File: config.mk
export PLATFORM = sky130hd
export DESIGN_NAME = bridge_table_owner_revoke
export DESIGN_NICKNAME = d
export VERILOG_FILES = /design/src/hdl/btor_pkg.sv /design/src/hdl/bridge_table_owner_revoke.sv /design/src/hdl/btor_ram.sv /design/src/hdl/btor_seq.sv
export VERILOG_INCLUDE_DIRS = /design/src /design/src/hdl
export SDC_FILE = /design/constraint.sdc
export NUM_CORES = 2
export LEC_CHECK = 0
export BUFFER_PORTS_ARGS = -buffer_cell sky130_fd_sc_hd__buf_2
export CAP_MARGIN = 20
export CORE_ASPECT_RATIO = 0.8
export CORE_MARGIN = 10
export CORE_UTILIZATION = 55
export CTS_CLUSTER_SIZE = 16
export DETAILED_ROUTE_END_ITERATION = 16
export PLACE_DENSITY = 0.74
export SYNTH_ARGS = -nofsm -noshare
export SYNTH_HDL_FRONTEND = slang
export SYNTH_HIERARCHICAL = 1
export SYNTH_SLANG_ARGS = --single-unit
File: constraint.sdc
create_clock -name clk -period 11.65 [get_ports clk]
set_input_delay 0.5825 -clock clk [delete_from_list [all_inputs] [get_ports clk]]
set_output_delay 0.5825 -clock clk [all_outputs]
set_load 0.02 [all_outputs]
File: src/hdl/assert_macros.svh
// Assertion macros used by the bridge table top level.
// Expects clk and arst_n in the scope of each use.
`ifndef ASSERT_MACROS_SVH
`define ASSERT_MACROS_SVH

// condition that must hold at every edge outside reset
`define BTOR_ASSERT_ALWAYS(lbl, cond) \
	lbl: assert property (@(posedge clk) disable iff (!arst_n) (cond)) \
		else $error("bridge table check failed");

// consequent must hold after the antecedent, checked with non-overlapping implication
`define BTOR_ASSERT_NEXT(lbl, ante, cons) \
	lbl: assert property (@(posedge clk) disable iff (!arst_n) (ante) |=> (cons)) \
		else $error("bridge table sequencing check failed");

`endif

File: src/hdl/btor_pkg.sv
// Shared types, codes and defaults of the bridge table with owner revocation.
// No dependencies; used by btor_seq and bridge_table_owner_revoke.
`timescale 1ns / 1ps
`default_nettype none

package btor_pkg;

	localparam int ENTRIES_DEF    = 16;
	localparam int MAX_DEPS_DEF   = 4;
	localparam int KEY_BITS_DEF   = 48;
	localparam int OWNER_BITS_DEF = 16;

	// widths of the word fields on the ports
	localparam int KEY_W      = 48;
	localparam int OWNER_W    = 16;
	localparam int DEP_FIELDS = 4;
	localparam int DCNT_W     = 3;
	localparam int RCNT_W     = 5;
	localparam logic [RCNT_W-1:0] COUNT_MAX = 5'd31;

	localparam int S_DATA_W = 136;
	localparam int S_USER_W = 2;
	localparam int M_DATA_W = 8;

	typedef enum logic [1:0] {
		OP_ADD    = 2'd0,
		OP_LOOKUP = 2'd1,
		OP_REVOKE = 2'd2,
		OP_REBIND = 2'd3
	} op_t;

	typedef enum logic [1:0] {
		DISP_GUEST    = 2'd0,
		DISP_REJECT   = 2'd1,
		DISP_FRONTEND = 2'd2
	} disp_t;

	typedef enum logic [1:0] {
		ST_IDLE,
		ST_SCAN,
		ST_WRITE,
		ST_DONE
	} state_t;

	typedef struct packed {
		op_t                                opcode;
		logic [KEY_W-1:0]                   key;
		logic                               start_active;
		logic [DCNT_W-1:0]                  dep_count;
		logic [DEP_FIELDS-1:0][OWNER_W-1:0] dep_owner;
		logic [OWNER_W-1:0]                 revoke_owner;
	} req_t;

	typedef struct packed {
		logic              ok;
		logic [RCNT_W-1:0] revoked_count;
		disp_t             dispatch;
	} res_t;

	// sequencer handshake towards the port logic
	typedef struct packed {
		logic idle;
		logic res_valid;
	} seq_stat_t;

endpackage

`default_nettype wire

File: src/hdl/bridge_table_owner_revoke.sv
// Top level of the bridge table with owner revocation: stream ports, result
// register, record RAM and sequencer. Uses btor_pkg, btor_ram, btor_seq.
`timescale 1ns / 1ps
`default_nettype none

// Keyed table of ENTRIES call bridges, one word in, one word out. Every
// operation sweeps the record RAM once, one entry read per cycle; then add
// and rebind take an update step, the result is handed to the output
// register once it is free, and the sequencer returns to idle. Revoke
// writes each hit entry back in the cycle after its read. Valid marks are
// flip-flops cleared by reset, so the table is usable straight out of reset
// with no clearing pass. A new word is taken as soon as the sequencer is
// idle, even while the previous result still waits in the output register.
`include "assert_macros.svh"

module bridge_table_owner_revoke #(
	parameter int ENTRIES    = btor_pkg::ENTRIES_DEF,
	parameter int MAX_DEPS   = btor_pkg::MAX_DEPS_DEF,
	parameter int KEY_BITS   = btor_pkg::KEY_BITS_DEF,
	parameter int OWNER_BITS = btor_pkg::OWNER_BITS_DEF
) (
	input  wire logic                            clk,
	input  wire logic                            arst_n,
	input  wire logic                            s_tvalid,
	output logic                                 s_tready,
	// key, start_active, dep_count, dep_owner_0..3, revoke_owner, zero pad
	input  wire logic [btor_pkg::S_DATA_W-1:0]   s_tdata,
	// opcode
	input  wire logic [btor_pkg::S_USER_W-1:0]   s_tuser,
	output logic                                 m_tvalid,
	input  wire logic                            m_tready,
	// dispatch, revoked_count, ok
	output logic [btor_pkg::M_DATA_W-1:0]        m_tdata
);

	localparam int IDX_W = (ENTRIES > 1) ? $clog2(ENTRIES) : 1;
	localparam int REC_W = KEY_BITS + 1 + btor_pkg::DCNT_W + MAX_DEPS * OWNER_BITS;

	btor_pkg::req_t      req;
	btor_pkg::res_t      res, res_q;
	btor_pkg::seq_stat_t stat;
	logic                in_fire, res_take, m_tvalid_q;
	logic                rd_en, wr_en;
	logic [IDX_W-1:0]    rd_addr, wr_addr;
	logic [REC_W-1:0]    rd_data, wr_data;

	assign req.opcode       = btor_pkg::op_t'(s_tuser);
	assign req.key          = s_tdata[47:0];
	assign req.start_active = s_tdata[48];
	assign req.dep_count    = s_tdata[51:49];
	assign req.dep_owner[0] = s_tdata[67:52];
	assign req.dep_owner[1] = s_tdata[83:68];
	assign req.dep_owner[2] = s_tdata[99:84];
	assign req.dep_owner[3] = s_tdata[115:100];
	assign req.revoke_owner = s_tdata[131:116];

	assign s_tready = stat.idle;
	assign in_fire  = s_tvalid && s_tready;
	// result register refills as soon as the old word leaves
	assign res_take = stat.res_valid && (!m_tvalid_q || m_tready);

	btor_ram #(
		.DEPTH (ENTRIES),
		.WIDTH (REC_W),
		.AW    (IDX_W)
	) u_ram (
		.clk   (clk),
		.we    (wr_en),
		.waddr (wr_addr),
		.wdata (wr_data),
		.re    (rd_en),
		.raddr (rd_addr),
		.rdata (rd_data)
	);

	btor_seq #(
		.ENTRIES    (ENTRIES),
		.MAX_DEPS   (MAX_DEPS),
		.KEY_BITS   (KEY_BITS),
		.OWNER_BITS (OWNER_BITS),
		.IDX_W      (IDX_W),
		.REC_W      (REC_W)
	) u_seq (
		.clk      (clk),
		.arst_n   (arst_n),
		.in_fire  (in_fire),
		.req      (req),
		.res_take (res_take),
		.stat     (stat),
		.res      (res),
		.rd_en    (rd_en),
		.rd_addr  (rd_addr),
		.rd_data  (rd_data),
		.wr_en    (wr_en),
		.wr_addr  (wr_addr),
		.wr_data  (wr_data)
	);

	always_ff @(posedge clk or negedge arst_n) begin
		if (!arst_n)
			m_tvalid_q <= 1'b0;
		else if (res_take)
			m_tvalid_q <= 1'b1;
		else if (m_tready)
			m_tvalid_q <= 1'b0;
	end

	always_ff @(posedge clk) begin
		if (res_take)
			res_q <= res;
	end

	assign m_tvalid = m_tvalid_q;
	assign m_tdata  = res_q;

	`BTOR_ASSERT_NEXT(a_busy_after_accept, s_tvalid && s_tready, !s_tready)
	`BTOR_ASSERT_ALWAYS(a_disp_code, !m_tvalid_q || res_q.dispatch == btor_pkg::DISP_GUEST || res_q.dispatch == btor_pkg::DISP_REJECT || res_q.dispatch == btor_pkg::DISP_FRONTEND)
	`BTOR_ASSERT_ALWAYS(a_one_kind, !m_tvalid_q || res_q.dispatch == btor_pkg::DISP_GUEST || res_q.revoked_count == '0)
	`BTOR_ASSERT_ALWAYS(a_fail_clean, !m_tvalid_q || res_q.ok || (res_q.revoked_count == '0 && res_q.dispatch == btor_pkg::DISP_GUEST))

endmodule

`default_nettype wire

File: src/hdl/btor_ram.sv
// Single-port-write, single-port-read synchronous RAM holding the entry records.
// Read data registered. No package dependency.
`timescale 1ns / 1ps
`default_nettype none

module btor_ram #(
	parameter int DEPTH = 16,
	parameter int WIDTH = 8,
	parameter int AW    = 4
) (
	input  wire logic             clk,
	input  wire logic             we,
	input  wire logic [AW-1:0]    waddr,
	input  wire logic [WIDTH-1:0] wdata,
	input  wire logic             re,
	input  wire logic [AW-1:0]    raddr,
	output logic      [WIDTH-1:0] rdata
);

	logic [WIDTH-1:0] mem [DEPTH];

	always_ff @(posedge clk) begin
		if (we)
			mem[waddr] <= wdata;
		if (re)
			rdata <= mem[raddr];
	end

endmodule

`default_nettype wire

File: src/hdl/btor_seq.sv
// Operation sequencer: sweeps the record RAM, does key search, free slot search
// and owner revoke with write-back, then the final update for add and rebind. Uses btor_pkg.
`timescale 1ns / 1ps
`default_nettype none

module btor_seq #(
	parameter int ENTRIES    = btor_pkg::ENTRIES_DEF,
	parameter int MAX_DEPS   = btor_pkg::MAX_DEPS_DEF,
	parameter int KEY_BITS   = btor_pkg::KEY_BITS_DEF,
	parameter int OWNER_BITS = btor_pkg::OWNER_BITS_DEF,
	parameter int IDX_W      = 4,
	parameter int REC_W      = 8
) (
	input  wire logic                clk,
	input  wire logic                arst_n,
	input  wire logic                in_fire,
	input  wire btor_pkg::req_t      req,
	input  wire logic                res_take,
	output btor_pkg::seq_stat_t      stat,
	output btor_pkg::res_t           res,
	output logic                     rd_en,
	output logic [IDX_W-1:0]         rd_addr,
	input  wire logic [REC_W-1:0]    rd_data,
	output logic                     wr_en,
	output logic [IDX_W-1:0]         wr_addr,
	output logic [REC_W-1:0]         wr_data
);

	// record layout: key | active | owner count | owners
	localparam int ACT_POS = KEY_BITS;
	localparam int CNT_LO  = KEY_BITS + 1;
	localparam int OWN_LO  = CNT_LO + btor_pkg::DCNT_W;
	localparam int CNT_W   = $clog2(ENTRIES + 1);
	localparam int DEP_LIM = (MAX_DEPS < btor_pkg::DEP_FIELDS) ? MAX_DEPS
		: btor_pkg::DEP_FIELDS;

	btor_pkg::state_t state_q, state_d;
	btor_pkg::req_t   req_q;

	logic [CNT_W-1:0]          issue_q;
	logic                      vld_s1;
	logic [IDX_W-1:0]          idx_s1;
	logic [ENTRIES-1:0]        valid_q;
	logic                      found_q, free_found_q, act_q;
	logic [IDX_W-1:0]          slot_q, free_q;
	logic [btor_pkg::RCNT_W-1:0] count_q;

	// fields of the record coming back from the RAM
	logic [KEY_BITS-1:0]             rec_key;
	logic                            rec_act;
	logic [btor_pkg::DCNT_W-1:0]     rec_cnt;
	logic                            rec_valid, key_hit, last_s1;
	logic [MAX_DEPS-1:0]             own_hit;
	logic                            dep_hit, revoke_hit;
	logic [KEY_BITS-1:0]             req_key;
	logic [OWNER_BITS-1:0]           req_owner;
	logic [btor_pkg::DCNT_W-1:0]     new_cnt;
	logic [MAX_DEPS*OWNER_BITS-1:0]  new_owners;
	logic                            upd_ok;

	assign rec_key   = rd_data[KEY_BITS-1:0];
	assign rec_act   = rd_data[ACT_POS];
	assign rec_cnt   = rd_data[OWN_LO-1:CNT_LO];
	assign rec_valid = valid_q[idx_s1];
	assign req_key   = KEY_BITS'(req_q.key);
	assign req_owner = OWNER_BITS'(req_q.revoke_owner);
	assign key_hit   = rec_valid && (rec_key == req_key);
	assign last_s1   = vld_s1 && (idx_s1 == IDX_W'(ENTRIES - 1));

	for (genvar d = 0; d < MAX_DEPS; d++) begin : g_dep
		assign own_hit[d] = (btor_pkg::DCNT_W'(d) < rec_cnt)
			&& (rd_data[OWN_LO + d*OWNER_BITS +: OWNER_BITS] == req_owner);
		if (d < btor_pkg::DEP_FIELDS) begin : g_in
			assign new_owners[d*OWNER_BITS +: OWNER_BITS] =
				(btor_pkg::DCNT_W'(d) < new_cnt)
				? OWNER_BITS'(req_q.dep_owner[d]) : '0;
		end else begin : g_zero
			assign new_owners[d*OWNER_BITS +: OWNER_BITS] = '0;
		end
	end

	assign dep_hit    = |own_hit;
	assign revoke_hit = rec_valid && rec_act && dep_hit;
	assign new_cnt    = (req_q.dep_count > btor_pkg::DCNT_W'(DEP_LIM))
		? btor_pkg::DCNT_W'(DEP_LIM) : req_q.dep_count;
	// add needs a matching or a free entry, rebind a matching one
	assign upd_ok = (req_q.opcode == btor_pkg::OP_ADD) ? (found_q || free_found_q)
		: found_q;

	always_comb begin
		state_d = state_q;
		unique case (state_q)
			btor_pkg::ST_IDLE:
				if (in_fire)
					state_d = btor_pkg::ST_SCAN;
			btor_pkg::ST_SCAN:
				if (last_s1) begin
					if (req_q.opcode == btor_pkg::OP_ADD
							|| req_q.opcode == btor_pkg::OP_REBIND)
						state_d = btor_pkg::ST_WRITE;
					else
						state_d = btor_pkg::ST_DONE;
				end
			btor_pkg::ST_WRITE:
				state_d = btor_pkg::ST_DONE;
			btor_pkg::ST_DONE:
				if (res_take)
					state_d = btor_pkg::ST_IDLE;
			default:
				state_d = btor_pkg::ST_IDLE;
		endcase
	end

	always_comb begin
		stat.idle      = (state_q == btor_pkg::ST_IDLE);
		stat.res_valid = (state_q == btor_pkg::ST_DONE);
		rd_en          = (state_q == btor_pkg::ST_SCAN) && (issue_q < CNT_W'(ENTRIES));
		rd_addr        = issue_q[IDX_W-1:0];
		wr_en          = 1'b0;
		wr_addr        = idx_s1;
		wr_data        = rd_data;
		res.dispatch      = btor_pkg::DISP_GUEST;
		res.revoked_count = '0;
		res.ok            = 1'b1;
		unique case (state_q)
			btor_pkg::ST_SCAN: begin
				// revoke write-back trails the read sweep by one entry
				wr_en = vld_s1 && (req_q.opcode == btor_pkg::OP_REVOKE) && revoke_hit;
				wr_data[ACT_POS] = 1'b0;
			end
			btor_pkg::ST_WRITE: begin
				wr_en   = upd_ok;
				wr_addr = found_q ? slot_q : free_q;
				wr_data = {new_owners, new_cnt,
					(req_q.opcode == btor_pkg::OP_ADD) ? req_q.start_active : 1'b1,
					req_key};
			end
			btor_pkg::ST_DONE: begin
				unique case (req_q.opcode)
					btor_pkg::OP_LOOKUP:
						res.dispatch = !found_q ? btor_pkg::DISP_FRONTEND
							: (act_q ? btor_pkg::DISP_GUEST : btor_pkg::DISP_REJECT);
					btor_pkg::OP_REVOKE:
						res.revoked_count = count_q;
					btor_pkg::OP_ADD, btor_pkg::OP_REBIND:
						res.ok = upd_ok;
					default:
						res.ok = 1'b1;
				endcase
			end
			default: ;
		endcase
	end

	always_ff @(posedge clk or negedge arst_n) begin
		if (!arst_n) begin
			state_q      <= btor_pkg::ST_IDLE;
			issue_q      <= '0;
			vld_s1       <= 1'b0;
			valid_q      <= '0;
			found_q      <= 1'b0;
			free_found_q <= 1'b0;
			count_q      <= '0;
		end else begin
			state_q <= state_d;
			vld_s1  <= rd_en;
			if (in_fire) begin
				issue_q      <= '0;
				found_q      <= 1'b0;
				free_found_q <= 1'b0;
				count_q      <= '0;
			end else if (rd_en) begin
				issue_q <= issue_q + CNT_W'(1);
			end
			if (state_q == btor_pkg::ST_SCAN && vld_s1) begin
				if (key_hit && !found_q)
					found_q <= 1'b1;
				if (!rec_valid && !free_found_q)
					free_found_q <= 1'b1;
				if (req_q.opcode == btor_pkg::OP_REVOKE && revoke_hit
						&& count_q != btor_pkg::COUNT_MAX)
					count_q <= count_q + btor_pkg::RCNT_W'(1);
			end
			if (state_q == btor_pkg::ST_WRITE && wr_en)
				valid_q[wr_addr] <= 1'b1;
		end
	end

	always_ff @(posedge clk) begin
		if (in_fire)
			req_q <= req;
		if (rd_en)
			idx_s1 <= rd_addr;
		if (state_q == btor_pkg::ST_SCAN && vld_s1) begin
			if (key_hit && !found_q) begin
				slot_q <= idx_s1;
				act_q  <= rec_act;
			end
			if (!rec_valid && !free_found_q)
				free_q <= idx_s1;
		end
	end

endmodule

`default_nettype wire
# After elaboration in Yosys (flattened, before gate mapping)
# Memory sizes are Yosys's and may differ from the RTL's. A register that Yosys moved wholly into a read port is not among the register bits.
# Cells that the tools add are included.
[word_totals] regBits=187 ram_bits=1856 inputBits=142 output_inout_bits=10 wordCells=137 memories=1
[mem_list] name="u_ram.mem" words=16 word_bits=116 rd=1 rd_ports_with_merged_regs=1 wr=1 line="btor_ram.sv:20" source="logic [WIDTH-1:0] mem [DEPTH];"
[op_classes] add_sub_neg=2 order_cmp=13 eq_ne=16 mux=39 n_bitwise=1 reduce_logical=40
[ops] op="2-to-1 mux 67 bit" n=1
[ops] op="equality test 16 bit" n=4
[ops] op="2-to-1 mux 16 bit" n=4
[ops] op="equality test 48 bit" n=1
[ops] op="2-to-1 mux 48 bit" n=1
[ops] op="2-to-1 mux 5 bit" n=5
[ops] op="logical AND 1 bit" n=20
[ops] op="2-to-1 mux 1 bit" n=16
[ops] op="OR 16 bit" n=1
[ops] op="less-than comparator 1 x 3 -> 1 bit, first input constant" n=4
[ops] op="less-than comparator 2 x 3 -> 1 bit, first input constant" n=4
[ops] op="adder 5 x 1 -> 5 bit, second input constant" n=2
[ops] op="less-than comparator 4 x 5 -> 1 bit, second input constant" n=2
[ops] op="AND reduction 2 bit" n=5
[ops] op="equality test 2 bit, second input constant" n=4
[ops] op="2-to-1 mux 2 bit" n=4
[ops] op="2-to-1 mux 4 bit" n=2
[ops] op="one-hot mux 2 bit (4 select lines)" n=1
[ops] op="!= test 2 x 1 -> 1 bit, second input constant" n=3
[ops] op="AND reduction 3 bit" n=2
[ops] op="less-than comparator 5 bit, second input constant" n=1
[ops] op="!= test 5 bit, second input constant" n=1
[ops] op="binary-select mux 1 bit (select 4 bit)" n=1
[ops] op="demux 1 bit (select 4 bit)" n=1
[ops] op="12 further kinds" n=21

# Depth between registers and ports, before layout
[logic_depth] depth_word=8 mapped_depth=9 mapped_depth_nobuf=8

# Cells and area by module
# Netlist, hierarchy kept.
[modules_own_cells] mod="btor_ram" n_inst=1 cells_per_inst=2966 area_per_inst_um2=73117.6 seq_area_each_um2=59216.8
[modules_own_cells] mod="btor_seq" n_inst=1 cells_per_inst=740 area_per_inst_um2=9011.1 seq_area_each_um2=5190.0
[modules_own_cells] mod="bridge_table_owner_revoke" n_inst=1 cells_per_inst=13 area_per_inst_um2=290.3 seq_area_each_um2=265.3

# Worst setup path before layout
# OpenSTA, ideal clock, no wires.
[synth_timing] path_kind="register to register" start="register u_seq.idx_s1[0]" end="memory u_ram/mem[0][0] (netlist name) (enable)" setup_ns=0.733 arrival_ns=10.133 required_time_ns=10.917 path_slack_ns=0.784 stages_incl_launch_ff=10 n_path_buf=1 period_less_slack_ns=10.866 cell_sequence="edfxtp_1 -> buf_6 -> mux4_1 -> mux2i_1 -> mux2i_1 -> nor3b_4 -> o21ai_2 -> a21boi_0 -> or3b_2 -> nor3_1"
[synth_between] elab_chain_len=8 elab_cells_between_ends=9 classes_between="mux (6); reduce/logical (3)"
[synth_rtl] element="from (decl)" line="btor_seq.sv:42" source="logic [IDX_W-1:0] idx_s1;"
[synth_rtl] element="from (signal assigned)" line="btor_seq.sv:193" source="idx_s1 <= rd_addr;"
[synth_rtl] element="binary-select mux 1 bit (select 4 bit)" line="btor_seq.sv:64" source="assign rec_valid = valid_q[idx_s1];"
[synth_rtl] element="2-to-1 mux 1 bit (not written as such)" line="btor_seq.sv:64"
[synth_rtl] element="logical AND 1 bit (2 in a row)" line="btor_seq.sv:83" source="assign revoke_hit = rec_valid && rec_act && dep_hit;"
[synth_rtl] element="logical AND 1 bit" line="btor_seq.sv:128" source="wr_en = vld_s1 && (req_q.opcode == btor_pkg::OP_REVOKE) && revoke_hit;"
[synth_rtl] element="one-hot mux 1 bit (2 select lines)" line="btor_seq.sv:125" source="unique case (state_q)"
[synth_rtl] element="via wr_en" line="bridge_table_owner_revoke.sv:43" source="logic rd_en, wr_en;"
[synth_rtl] element="2-to-1 mux 1 bit" line="btor_ram.sv:23" source="if (we)"
[synth_rtl] element="2-to-1 mux 1 bit (not written as such)" line="btor_ram.sv:24" source="mem[waddr] <= wdata;"
[synth_rtl] element="to (decl)" line="btor_ram.sv:20"
# The timed path passes the listed nets, and every way through them passes these cells. The select of a mux whose other input is x is not followed.

# Final worst setup path
[layout_timing] start="register u_seq.req_q, in the netlist u_seq/req_owner[10]" end="memory u_ram/mem[9][41] (netlist name) (enable)"
[layout_between] elab_chain_len=8 elab_cells_between_ends=14 classes_between="eq/ne (4); mux (3); reduce/logical (7)"
[layout_rtl] element="from (decl)" line="btor_seq.sv:38" source="btor_pkg::req_t req_q;"
[layout_rtl] element="from (signal assigned)" line="btor_seq.sv:191" source="req_q <= req;"
[layout_rtl] element="equality test 16 bit" line="btor_seq.sv:72" source="&& (rd_data[OWN_LO + d*OWNER_BITS +: OWNER_BITS] == req_owner);"
[layout_rtl] element="logical AND 1 bit" line="btor_seq.sv:72"
[layout_rtl] element="OR reduction 4 bit (*)" line="btor_seq.sv:82" source="assign dep_hit = |own_hit;"
[layout_rtl] element="logical AND 1 bit (*)" line="btor_seq.sv:83"
[layout_rtl] element="logical AND 1 bit (*)" line="btor_seq.sv:128"
[layout_rtl] element="one-hot mux 1 bit (2 select lines) (*)" line="btor_seq.sv:125"
[layout_rtl] element="via wr_en" line="bridge_table_owner_revoke.sv:43"
[layout_rtl] element="2-to-1 mux 1 bit (*)" line="btor_ram.sv:23"
[layout_rtl] element="2-to-1 mux 1 bit (not written as such) (*)" line="btor_ram.sv:24"
# The timed path passes the listed nets; every way through them passes the cells marked *.

==> flow_metrics.py <==
metrics = {
    "floorplanning": {
        "row_count": 126,
        "die_w_um": 453,
        "dieArea_um2": 166000,
        "initial_core_util_pct": 55.6,
        "die_h_um": 366,
        "core-area_um2": 148000,
        "num_io_pins": 152,
    },
    "min_path": {
        "hp-start": "s_tdata[50]",
        "holdPathStages": 1,
        "min_to": "u_seq/req_q[81]",
        "hold_class": "input pin to flop",
    },
    "power_and_ir_drop": {
        "ir_drop_v": 0.000131,
        "power.leakage_nw": 30.5,
        "p_per_area_nw_per_um2": 157,
    },
    "status": {
        "status": "completed",
    },
    "synth": {
        "synthesis.area_um2": 82400,
        "synth_fp_nets": 3871,
        "ys_async_sr_fraction_pct": 1.48,
        "yosys_register_bits": 2159,
        "yosys.area.top_type": "edfxtp_1",
        "synth-seq-area-share_pct": 78.5,
        "syn_avg_cell_area_um2": 22.2,
        "synth_edf_count": 2127,
        "synth_area_leaders": "edfxtp_1 77%, mux4_2 11%, a22oi_1 2.1%, mux4_1 2.1%, dfrtp_1 0.97%",
        "synth_top_area_share_pct": 77.5,
        "synthFlopType": "edfxtp_1",
        "synthDistinctLibCells": 53,
        "postSynthCellCount": 3719,
        "yosysWarnings": 6,
    },
    "routing": {
        "wl_per_cell_um": 30.5,
        "avgViaCountPerCell": 6.35,
        "ant_nets": 0,
        "drt-initial-drc-count": 5238,
        "routed_wl_um": 192000,
        "vias": 39900,
        "dr.pass1.iters": 5,
        "drc": 0,
    },
    "sta": {
        "period_share_pct": 50.2,
        "rsz0062_at_grt": "no",
        "slew_headroom_pct": 21.1,
        "setup_violations": 0,
        "worst_slack_ns": 5.80,
        "tightest_slew_ns": 1.18,
        "skew_ns": 0.0281,
        "hold_viol": 0,
        "fmax_mhz": 171,
        "setup_tns_ns": 0,
        "period_minus_slack_ns": 5.85,
        "finalMaxSlewViolations": 0,
    },
    "clock_tree": {
        "clock_latency_ns": 0.84,
        "clock_path_buffers": 3,
        "cts_tree": "built",
        "clock-sinks": 2159,
        "numCtsBuffers": 194,
        "clockRootBuffer": "clkbuf_16",
        "path_clk_slew_ns": 0.06,
        "ctsResizeCount": 0,
        "htreeDepth": 4,
    },
    "cells_and_area": {
        "drive_gt1_share_pct": 24.1,
        "nFillCells": 9617,
        "fin_nets": 4291,
        "syn_to_final_growth_pct": 13.3,
    },
    "critical_path": {
        "critical_path_required_ns": 12.10,
        "cp-end-kind": "flop",
        "cp_max_fo": 49,
        "r2r_slack_ns": 5.80,
        "ff2ff_path_depth": 11,
        "r2r-end": "u_ram/mem[9][41]",
        "worstPathArrival_ns": 6.30,
        "crit_path_start_kind": "flop",
        "r2r_start": "u_seq/req_owner[10]",
        "criticalPathCategory": "flop to flop",
    },
    "placement": {
        "pre_cts_ws_ns": 5.82,
        "portBuffers": 147,
        "dp_hpwl_um": 94300,
        "gp_routability_congestion": 0.774,
    },
    "global_route": {
        "antenna_found_initial": 4,
        "track_usage_pct": 22.9,
        "grt_pass1_vias": 40400,
        "grt_start_max_net_pins": 139,
        "gr-total-overflow": 0,
        "grt_pass1_wl_um": 279000,
    },
    "run": {
        "max_cap_viol_count": 0,
    },
}
## Yosys cell counts (all sizes together), types with 3 or more instances
cell	instances
mux2	52
edfxtp	2127
and2	6
a22oi	232
xnor2	33
a31o	16
nor2	25
xor2	82
inv	77
nor2b	11
nor3	11
nand2b	5
mux4	468
nand4	10
nand2	189
clkbuf	80
nand3b	3
a21oi	9
nor3b	3
ha	10
o21ai	72
nor4	17
buf	104
mux2i	10
and3	6
nand3	10
dfrtp	32
a21o	4
## per-stage QoR
step / hold WS, ns / instances / utilization (%) / total power [mW] / area, µm²
after floorplan: 0.287 / 3719 / - / 8.57 / 82400
after global placement: 0.439 / 5773 / 57.9 / 8.60 / 85700
after detailed placement: 0.451 / 5788 / 57.9 / 8.60 / 85800
after CTS: 0.0268 / 6274 / 63.0 / 14.8 / 93300
after global routing: 0.0296 / 6279 / 63.0 / 15.1 / 93400
final: 0.0519 / 6284 / 63.0 / 14.7 / 93400
## critical path, cell delays in order (launching register included)
cell	delay (ns)
edfxtp_1	0.56
xor2_1	0.23
nor4_1	0.38
nand3_1	0.24
o22ai_2	0.44
o21ai_2	0.14
a21boi_0	0.40
nand3b_1	0.40
nor2_4	0.19
buf_4	0.86
buf_4	0.74
buf_4	0.72
## what timing repair did
| item | 4_1_cts | 5_1_grt |
|---|---|---|
| hold endpoints to repair | 166 | 0 |
| hold buffers | 135 | 0 |
| setup buffers | 0 | 0 |
## power breakdown
group	internal [mW]	switching, mW	leakage [nW]
clock network	3.48	2.75	3.01
logic	0.0455	0.0196	7.94
registers	8.40	0	19.6
## cell type report
| type | instances | area, µm² | share of cell area (%) |
|---|---|---|---|
| Sequential cell | 2159 | 64700 | 69.3 |
| Multi-Input combinational cell | 1299 | 16600 | 17.7 |
| Clock buffer | 240 | 5130 | 5.50 |
| Timing Repair Buffer | 408 | 3200 | 3.42 |
| Tap cell | 1984 | 2480 | 2.66 |
| Clock inverter | 111 | 1010 | 1.08 |
| Inverter | 77 | 289 | 0.310 |
| Antenna cell | 6 | 15.0 | 0.0161 |
## worst max-delay path by stage
stage,startpoint,to,slack [ns],depth (start not counted)
after floorplan,u_seq/idx_s1[0],u_ram/mem[0][0],0.78,9
after global placement,u_seq/req_owner[14],u_ram/mem[9][38],5.89,11
after detailed placement,u_seq/req_owner[14],u_ram/mem[9][26],5.82,11
after CTS,u_seq/req_owner[14],u_ram/mem[9][41],5.80,11
after global routing,u_seq/req_owner[1],u_ram/mem[9][41],5.58,11
final,u_seq/req_owner[10],u_ram/mem[9][41],5.80,11
## per-layer routing
metal,vias to the layer above,global-route usage [%],routed length [µm]
li1,16400,-,-
met1,21000,33.0,75500
met3,308,5.48,20100
met4,2,7.56,5720
met5,-,0,7
met2,2187,34.9,90200
## flip-flops by register name, indices dropped and copies added (netlist names), 5 cells and up
signal and cells:
u_seq/req_owner 16, u_seq/req_key 48, u_ram/mem 1856, m_tdata 8
u_seq/req_q 70, u_seq/count_q 5, u_seq/issue_q 5, u_ram/rdata 116
u_seq/valid_q 16
## cells in the final DEF, fill, tap and decap left out, drive strengths merged, types with 25 or more instances in the layout
cell,n
nand2,189
xnor2,33
mux2,52
nor2,25
edfxtp,2127
clkbuf,241
xor2,82
o21ai,72
mux4,468
a22oi,232
inv,84
dfrtp,32
dlygate4sd3,135
clkinv,82
buf,272
## cells by family (layout without fill, tap and decap cells)
kind of cell | Yosys count | in the layout | share of synthesized area (%)
multiplexers | 530 | 530 | 13.9
XOR/XNOR | 115 | 115 | 1.22
buffers and inverters | 261 | 836 | 1.62
AND/OR/NAND/NOR | 301 | 301 | 1.64
AO/OA/AOI/OAI | 343 | 343 | 2.97
flip-flops | 2159 | 2159 | 78.5
other | 0 | 6 | 0
adder cells (fa/ha/maj) | 10 | 10 | 0.152
Note: power is estimated with default switching activity, not from simulation.
